**src/design/sorted_insert_priority_queue_assert.svh**
```systemverilog
// Assertion macros for the sorted-insert priority queue.
// Expects clk and rst_n in scope at the point of use.
`ifndef SORTED_INSERT_PRIORITY_QUEUE_ASSERT_SVH
`define SORTED_INSERT_PRIORITY_QUEUE_ASSERT_SVH

// Property that must hold at every clock edge outside reset.
`define SIPQ_ASSERT(name, prop, msg) \
    name: assert property (@(posedge clk) disable iff (!rst_n) (prop)) else $error(msg);

// Same-cycle implication outside reset.
`define SIPQ_IMPLY(name, ante, cons, msg) \
    name: assert property (@(posedge clk) disable iff (!rst_n) (ante) |-> (cons)) \
        else $error(msg);

`endif

```
**src/design/sipq_pkg.sv**
```systemverilog
// Shared types and codes for the sorted-insert priority queue.
// No dependencies; imported by sipq_store and the top level.
package sipq_pkg;

    localparam int COUNT_W = 5;
    localparam int DATA_W  = 32;

    localparam logic OP_ENQ = 1'b0;
    localparam logic OP_DEQ = 1'b1;

    typedef struct packed {
        logic                     op;
        logic signed [DATA_W-1:0] item_value;
        logic signed [DATA_W-1:0] item_rank;
    } in_item_t;

    typedef struct packed {
        logic                      done_ok;
        logic signed [DATA_W-1:0]  removed_value;
        logic        [COUNT_W-1:0] entry_count;
        logic                      is_empty;
    } out_item_t;

    typedef struct packed {
        logic signed [DATA_W-1:0] value;
        logic signed [DATA_W-1:0] rank;
    } entry_t;

    typedef struct packed {
        logic rd_en;
        logic wr_en;
        logic pop;
    } store_ctl_t;

endpackage

```
**src/design/sipq_store.sv**
```systemverilog
// Entry store: ring buffer memory addressed by logical slot (0 is the head).
// Depends on sipq_pkg for entry_t and store_ctl_t.
module sipq_store import sipq_pkg::*; #(
    parameter int CAPACITY = 16,
    parameter int AW       = 4
) (
    input  logic          clk,
    input  logic          rst_n,
    input  store_ctl_t    ctl,
    input  logic [AW-1:0] rd_idx,
    input  logic [AW-1:0] wr_idx,
    input  entry_t        wr_data,
    output entry_t        rd_data
);

    localparam logic [AW:0] CAP = (AW+1)'(CAPACITY);

    entry_t        mem [CAPACITY];
    entry_t        rd_data_reg;
    logic [AW-1:0] head_reg;
    logic [AW-1:0] head_next;
    logic [AW-1:0] rd_phys;
    logic [AW-1:0] wr_phys;

    function automatic logic [AW-1:0] to_phys(input logic [AW-1:0] head,
                                              input logic [AW-1:0] idx);
        logic [AW:0] sum;
        sum = {1'b0, head} + {1'b0, idx};
        if (sum >= CAP)
        begin
            sum = sum - CAP;
        end
        return sum[AW-1:0];
    endfunction

    assign rd_phys = to_phys(head_reg, rd_idx);
    assign wr_phys = to_phys(head_reg, wr_idx);
    // advance the head past the removed entry
    assign head_next = to_phys(head_reg, AW'(1));

    always_ff @(posedge clk or negedge rst_n)
    begin
        if (!rst_n)
        begin
            head_reg <= '0;
        end
        else if (ctl.pop)
        begin
            head_reg <= head_next;
        end
    end

    always_ff @(posedge clk)
    begin
        if (ctl.wr_en)
        begin
            mem[wr_phys] <= wr_data;
        end
        if (ctl.rd_en)
        begin
            rd_data_reg <= mem[rd_phys];
        end
    end

    assign rd_data = rd_data_reg;

endmodule

```
**src/design/sorted_insert_priority_queue.sv**
```systemverilog
// Sorted-insert priority queue, entries in one ring-buffer memory.
// Dequeue reads the head, then pops it and forms the result. Enqueue into an empty queue
// and any rejected item finish in the idle state; otherwise an enqueue walks from the
// tail, one memory read-and-shift per cycle through the single read port.
// Result appears in the cycle after the last step, strobed by done for one cycle.
// Reset clears the count, head pointer and sequencer; memory contents stay undefined.
`include "sorted_insert_priority_queue_assert.svh"
module sorted_insert_priority_queue import sipq_pkg::*; #(
    parameter int CAPACITY = 16
) (
    input  logic      clk,
    input  logic      rst_n,
    input  logic      start,
    input  in_item_t  item,
    output logic      busy,
    output logic      done,
    output out_item_t result
);

    localparam int AW = $clog2(CAPACITY);
    localparam int CW = $clog2(CAPACITY + 1);
    localparam logic [CW-1:0] CAP_COUNT = CW'(CAPACITY);

    localparam logic [1:0] S_IDLE  = 2'd0;
    localparam logic [1:0] S_POP   = 2'd1;
    localparam logic [1:0] S_SCAN  = 2'd2;
    localparam logic [1:0] S_PLACE = 2'd3;

    logic [1:0]    state_reg, state_next;
    logic [CW-1:0] count_reg, count_next;
    logic [AW-1:0] k_reg, k_next;
    entry_t        new_reg, new_next;
    logic          done_reg, done_next;
    out_item_t     result_reg, result_next;

    store_ctl_t    ctl;
    logic [AW-1:0] rd_idx;
    logic [AW-1:0] wr_idx;
    entry_t        wr_data;
    entry_t        rd_data;
    entry_t        in_entry;
    logic          shift;

    function automatic out_item_t pack_result(input logic ok,
                                              input logic signed [DATA_W-1:0] removed,
                                              input logic [CW-1:0] cnt);
        out_item_t       r;
        logic [CW+COUNT_W-1:0] cnt_ext;
        cnt_ext         = {{COUNT_W{1'b0}}, cnt};
        r.done_ok       = ok;
        r.removed_value = removed;
        r.entry_count   = cnt_ext[COUNT_W-1:0];
        r.is_empty      = (cnt == '0);
        return r;
    endfunction

    sipq_store #(
        .CAPACITY (CAPACITY),
        .AW       (AW)
    ) u_store (
        .clk     (clk),
        .rst_n   (rst_n),
        .ctl     (ctl),
        .rd_idx  (rd_idx),
        .wr_idx  (wr_idx),
        .wr_data (wr_data),
        .rd_data (rd_data)
    );

    assign in_entry.value = item.item_value;
    assign in_entry.rank  = item.item_rank;

    // Walking back from the tail: slots past the head move while their rank is not below
    // the new one; the head moves only for a strictly smaller new rank.
    assign shift = (k_reg == '0) ? ($signed(new_reg.rank) < $signed(rd_data.rank))
                                 : !($signed(rd_data.rank) < $signed(new_reg.rank));

    always_comb
    begin
        state_next  = state_reg;
        count_next  = count_reg;
        k_next      = k_reg;
        new_next    = new_reg;
        done_next   = 1'b0;
        result_next = result_reg;
        ctl         = '0;
        rd_idx      = '0;
        wr_idx      = '0;
        wr_data     = new_reg;

        case (state_reg)
            S_IDLE:
            begin
                if (start)
                begin
                    if (item.op == OP_DEQ)
                    begin
                        if (count_reg == '0)
                        begin
                            done_next   = 1'b1;
                            result_next = pack_result(1'b0, '0, count_reg);
                        end
                        else
                        begin
                            ctl.rd_en  = 1'b1;
                            state_next = S_POP;
                        end
                    end
                    else if (count_reg == CAP_COUNT)
                    begin
                        done_next   = 1'b1;
                        result_next = pack_result(1'b0, '0, count_reg);
                    end
                    else if (count_reg == '0)
                    begin
                        ctl.wr_en   = 1'b1;
                        wr_data     = in_entry;
                        count_next  = CW'(1);
                        done_next   = 1'b1;
                        result_next = pack_result(1'b1, '0, CW'(1));
                    end
                    else
                    begin
                        new_next   = in_entry;
                        ctl.rd_en  = 1'b1;
                        rd_idx     = AW'(count_reg - CW'(1));
                        k_next     = AW'(count_reg - CW'(1));
                        state_next = S_SCAN;
                    end
                end
            end
            S_POP:
            begin
                ctl.pop     = 1'b1;
                count_next  = count_reg - CW'(1);
                done_next   = 1'b1;
                result_next = pack_result(1'b1, rd_data.value, count_reg - CW'(1));
                state_next  = S_IDLE;
            end
            S_SCAN:
            begin
                ctl.wr_en = 1'b1;
                wr_idx    = k_reg + AW'(1);
                if (shift)
                begin
                    wr_data = rd_data;
                    if (k_reg == '0)
                    begin
                        state_next = S_PLACE;
                    end
                    else
                    begin
                        ctl.rd_en = 1'b1;
                        rd_idx    = k_reg - AW'(1);
                        k_next    = k_reg - AW'(1);
                    end
                end
                else
                begin
                    count_next  = count_reg + CW'(1);
                    done_next   = 1'b1;
                    result_next = pack_result(1'b1, '0, count_reg + CW'(1));
                    state_next  = S_IDLE;
                end
            end
            S_PLACE:
            begin
                // the old head has moved to slot 1; the new entry takes the head
                ctl.wr_en   = 1'b1;
                wr_idx      = '0;
                count_next  = count_reg + CW'(1);
                done_next   = 1'b1;
                result_next = pack_result(1'b1, '0, count_reg + CW'(1));
                state_next  = S_IDLE;
            end
            default:
            begin
                state_next = S_IDLE;
            end
        endcase
    end

    always_ff @(posedge clk or negedge rst_n)
    begin
        if (!rst_n)
        begin
            state_reg <= S_IDLE;
            count_reg <= '0;
            done_reg  <= 1'b0;
        end
        else
        begin
            state_reg <= state_next;
            count_reg <= count_next;
            done_reg  <= done_next;
        end
    end

    always_ff @(posedge clk)
    begin
        k_reg      <= k_next;
        new_reg    <= new_next;
        result_reg <= result_next;
    end

    assign busy   = (state_reg != S_IDLE);
    assign done   = done_reg;
    assign result = result_reg;

    `SIPQ_ASSERT(a_count_bound, count_reg <= CAP_COUNT, "entry count above capacity")
    `SIPQ_IMPLY(a_no_same_slot, ctl.wr_en && ctl.rd_en, wr_idx != rd_idx, "read and write hit one slot")
    `SIPQ_IMPLY(a_pop_nonempty, ctl.pop, count_reg != '0, "pop from an empty queue")
    `SIPQ_IMPLY(a_scan_in_range, state_reg == S_SCAN, CW'(k_reg) < count_reg, "scan index past the tail")

endmodule

```
**config.mk**
```make
export PLATFORM = sky130hd
export DESIGN_NAME = sorted_insert_priority_queue
export DESIGN_NICKNAME = d
export VERILOG_FILES = /design/src/design/sipq_pkg.sv /design/src/design/sipq_store.sv /design/src/design/sorted_insert_priority_queue.sv
export VERILOG_INCLUDE_DIRS = /design/src /design/src/design
export SDC_FILE = /design/constraint.sdc
export NUM_CORES = 1
export LEC_CHECK = 0
export BUFFER_PORTS_ARGS = -buffer_cell sky130_fd_sc_hd__buf_2
export CAP_MARGIN = 20
export CORE_ASPECT_RATIO = 0.9
export CORE_MARGIN = 1
export CORE_UTILIZATION = 44
export DETAILED_ROUTE_END_ITERATION = 10
export SYNTH_ARGS = -nofsm -noshare
export SYNTH_HDL_FRONTEND = slang
export SYNTH_SLANG_ARGS = --single-unit
```
**constraint.sdc**
```tcl
create_clock -name clk -period 8.18 [get_ports clk]
set_input_delay 1.227 -clock clk [delete_from_list [all_inputs] [get_ports clk]]
set_output_delay 1.227 -clock clk [all_outputs]
set_load 0.03 [all_outputs]
```
# After elaboration in Yosys (flattened, before gate mapping)
# Memory sizes are Yosys's and may differ from the RTL's. A register that Yosys moved wholly into a read port is not among the register bits.
# Cells that the tools add are included.
# op_classes
muxes	64
order_cmp	5
n_reduce_logical	15
n_eq_ne	16
bitwise_logic	3
n_addsub	10
# op_table
operator	n
$mux 64	5
$mux 39	6
$pmux 39 s4	1
$pmux 64 s2	1
$lt 32x32->1	2
$mux 4	16
$mux 5	5
$pmux 5 s4	1
$mux 2	9
$ne 2x2->1 const B	8
$pmux 4 s2	2
$sub 4x1->4 const B	4
$ge 5x5->1 const B	3
$logic_not 5->1	3
$mux 1	14
$ne 3x3->1 const B	4
$add 4x4->5	2
$reduce_and 5->1	2
$reduce_and 4->1	2
$reduce_and 7->1	1
$pmux 2 s3	1
$add 4x1->5 const B	1
$add 5x1->5 const B	1
$eq 5x5->1 const B	1
other kinds (12)	18
# word_totals
output_inout_bits	41
inputBits	68
register_bits	119
ramBits	1024
n_memories	1
# memory_table
name	depth	width	rd	rd_clocked_by_memory_dff	wr	line_no	source
u_store.mem	16	64	1	1	1	sipq_store.sv:18	entry_t mem [CAPACITY];

# Logic depth before layout (Yosys ltp)
# logic_depth
ltp_word	9
ltp_mapped	18
mapped_depth_nobuf	16

# Hierarchy
# From an unflattened synthesis, not the netlist that was laid out.
# unflattened
cells_unflattened	2485
area_unflattened_um2	48526.5
# modules_own_cells
module	area_each_um2	cells_each	seq_area_each_um2	n_inst
sipq_store	41903.9	1902	32771.4	1
sorted_insert_priority_queue	6622.6	583	3413.3	1

# Least setup slack after synthesis
# Ideal clock, no wire load.
# synth_timing
kind	input -> register
from	input item[64] (netlist name)
to	register u_store.rd_data[0] (netlist name)
setup_ns	0.574
path_stages	3
t_required_ns	7.606
slack_ns	1.490
arrival_time_ns	6.116
path_cell_list	buf_1 > a21oi_1 > o21ai_0
# synth_lines
item	line_no	source
start, declared	sorted_insert_priority_queue.sv:14	input in_item_t item,

# Final worst setup path
# layout_timing
from	register u_store.rd_data[31] (netlist name)
to	register u_store.rd_data[14] (netlist name)
# layout_between
elab_chain_len	8
# layout_rtl
item	line_no	source
$lt 32x32->1	sorted_insert_priority_queue.sv:76	: !($signed(rd_data.rank) < $signed(new_reg.rank));
$logic_not 1->1	sorted_insert_priority_queue.sv:76	
$mux 1 (*)	sorted_insert_priority_queue.sv:75	assign shift = (k_reg == '0) ? ($signed(new_reg.rank) < $signed(rd_data.rank))
$mux 4	sorted_insert_priority_queue.sv:144	if (shift)
$pmux 4 s2	sorted_insert_priority_queue.sv:91	case (state_reg)
$add 4x4->5	sipq_store.sv:28	sum = {1'b0, head} + {1'b0, idx};
$sub 4x1->4 / $ge 5x5->1 (equally long branches)	sipq_store.sv:31, sipq_store.sv:29	
$mux 4	sipq_store.sv:29	if (sum >= CAP)
# Mark *: on every way between the ends. The rest lies on a longest branch, timed or not.
# A chain may end at the register's enable or synchronous reset.

==> impl_metrics.json <==
{
  "status": "finished, final reports clean",
  "drv_slew": 0,
  "cts_tree": "built",
  "largest_reg_flops": 1024,
  "wirelength_microns": 116000,
  "grt_setup_unrepaired": "no",
  "ios": 109,
  "vias": 23600,
  "first_pass_iters": 7,
  "htree_levels": 4,
  "fmax_ghz": 0.148,
  "cts_resized": 0,
  "clockBufferDepth": 3,
  "vdd_drop_max_mv": 0.287,
  "p_leak_nw": 18.6,
  "grt_use_met2_pct": 33.9,
  "grt_usage_pct": 21.4,
  "ctsHoldBuffers": 0,
  "crit_type": "flop to flop",
  "grt_pass1_vias": 24300,
  "grt_max_degree": 53,
  "clock_latency_ns": 0.75,
  "post_route_cells_drive_above_1_share_pct": 25.9,
  "cts_setup_buffers": 0,
  "synthFlopType": "edfxtp_1",
  "finalCriticalPeriod_ns": 6.76,
  "area_growth_syn_to_layout_pct": 15.0,
  "slew_headroom_pct": 26.2,
  "startpoint_type": "flop",
  "power.density_nw_per_um2": 463,
  "antenna_found_initial": 6,
  "cts-root-buf": "clkbuf_16",
  "wl_per_cell_microns": 28.8,
  "ys_seq_area_share_pct": 75.7,
  "grt-busiest-layer": "met2",
  "netlist_area_sq_um": 47800,
  "portBuffers": 108,
  "hold_violations": 0,
  "grt_util_met3_pct": 4.74,
  "synthCells": 2268,
  "async_reset_ff_share_pct": 0.994,
  "cp.arrival_ns": 7.21,
  "stdcell_count": 4022,
  "initialDrtViolationCount": 2577,
  "ys_warn_count": 0,
  "final_common_cell": "edfxtp_1",
  "drc": 0,
  "grt.overflow.total": 0,
  "via_per_inst": 5.86,
  "antenna_left": 0,
  "placed_cells": 3790,
  "setup_tns_ns": 0,
  "finalClockSkew_ns": 0.0359,
  "cts_sinks": 1207,
  "fp.dieH_microns": 315,
  "use_met1_pct": 30.2,
  "rows": 114,
  "hold_class": "primary input to asynchronous set/reset pin",
  "power.total_mw": 25.5,
  "synth-edff-count": 1195,
  "cap_violations": 0,
  "critPathCaptureType": "flop",
  "crit_fanout": 51,
  "gp_routability_congestion": 0.854,
  "tightestPinTransition_ns": 1.10,
  "nets": 2587,
  "start_util_pct": 44.4,
  "fp.dieW_microns": 349,
  "clk_pin_slew_ns": 0.06,
  "ys_ff_latch": 1207,
  "setup_viol": 0,
  "required_ns": 8.63,
  "numCtsBuffers": 130,
  "hpwlAfterDp_microns": 62500,
  "layout_common_cells": "edfxtp_1, mux4_2, mux2i_1, clkbuf_16, buf_2",
  "dieArea_sq_um": 110000,
  "syn_area_per_cell_sq_um": 21.1,
  "grt_pass1_wl_microns": 168000,
  "core_area_sq_um": 108000,
  "synth_nets": 2383,
  "fin_crit_sh_pct": 82.7,
  "synth_cell_type_count": 50
}
stage by stage:
| stage | area (sq um) | setup slack [ns] | hold slack, ns | utilization, % |
|---|---|---|---|---|
| 5_1_grt | 55000 | 1.22 | 0.431 | 51.1 |
| 3_3_place_gp | 50600 | 1.57 | 0.538 | 47.1 |
| 3_5_place_dp | 50700 | 1.55 | 0.537 | 47.1 |
| 2_1_floorplan | 47800 | 1.49 | 0.497 | - |
| 4_1_cts | 55000 | 1.52 | 0.403 | 51.1 |
| 6_report | 55000 | 1.42 | 0.442 | 51.1 |
cells in the mapped netlist (4+ instances only):
library cell	n	area share, %
clkbuf_1	76	0.60
o211a_1	21	0.44
dfrtp_1	12	0.63
and3_1	33	0.43
edfxtp_1	1195	75
mux4_2	256	12
nor2_1	39	0.31
ha_1	45	1.2
a221o_1	41	0.86
nand3_1	8	0.084
inv_1	44	0.35
buf_6	7	0.16
xor2_1	7	0.13
o21ai_0	14	0.15
buf_1	25	0.20
a22o_1	12	0.22
xnor2_1	12	0.22
nand4_1	8	0.10
nand2_1	55	0.43
nor3_1	9	0.094
or3_1	4	0.052
buf_2	13	0.14
a21oi_1	52	0.54
a21o_1	16	0.25
nand2b_1	5	0.065
mux2i_1	195	4.1
o31ai_1	13	0.20
a22oi_1	12	0.19
per-layer routing:
layer / share of wire, % / vias to the layer above / wire length, microns
met5: 0.022 / - / 26
met4: 1.9 / 4 / 2240
met3: 7.4 / 171 / 8530
met2: 48 / 953 / 55200
met1: 43 / 12600 / 49700
li1: - / 9877 / -
path summary, 6_finish.rpt:
check | from | end | slack (ns) | cells after the start
worst min-delay path | rst_n | done | 0.44 | 1
worst min register to register | u_store.head_reg[3] | u_store.head_reg[3] | 0.56 | 1
worst max-delay path | u_store.rd_data[31] | u_store.rd_data[14] | 1.42 | 15
max in group asynchronous | rst_n | count_reg[2] | 7.38 | 1
min in group clk | u_store.head_reg[3] | u_store.head_reg[3] | 0.56 | 1
worst max register to register | u_store.rd_data[31] | u_store.rd_data[14] | 1.42 | 15
report_power, final:
group / switching [mW] / leakage (nW) / internal, mW
Sequential: 0.393 / 11.0 / 8.95
Clock: 2.38 / 2.09 / 3.50
Combinational: 5.92 / 5.57 / 4.33
Total: 8.69 / 18.6 / 16.8
worst max-delay path, stage by stage (launching register included):
cell	delay, ns
edfxtp_1	0.43
ha_1	0.49
nand4_1	0.27
nor4_1	0.70
and4_1	0.44
nand4_1	0.51
nand3_1	0.34
mux2i_4	0.10
nand2b_1	0.29
o22ai_1	0.18
ha_4	0.22
fa_4	1.46
buf_12	0.32
mux4_2	0.34
mux2i_1	0.25
mux2i_1	0.11
cell type report:
| cell class | instances | area [sq um] |
|---|---|---|
| fill | 8528 | 52600 |
| antenna | 1 | 2.50 |
| clock inverter | 75 | 848 |
| clock buffer | 156 | 3420 |
| timing repair buffer | 193 | 1390 |
| inverter | 44 | 166 |
| sequential | 1207 | 36200 |
| multi-input combinational | 896 | 11100 |
| tap | 1450 | 1810 |
cell families (layout without fill, tap and decap cells):
kind of cell	count (synthesis)	after routing	share of synthesized area [%]
xor gates and xnor gates	20	20	0.406
and+or+nand+nor	175	175	1.78
buffers and inverters	165	468	1.44
other	0	1	0
muxes	454	454	16.2
AOI/OAI and AO/OA	200	200	3.17
DFF	1207	1207	75.7
adders and majority gates	47	47	1.26
(Power assumes the default switching activity.)
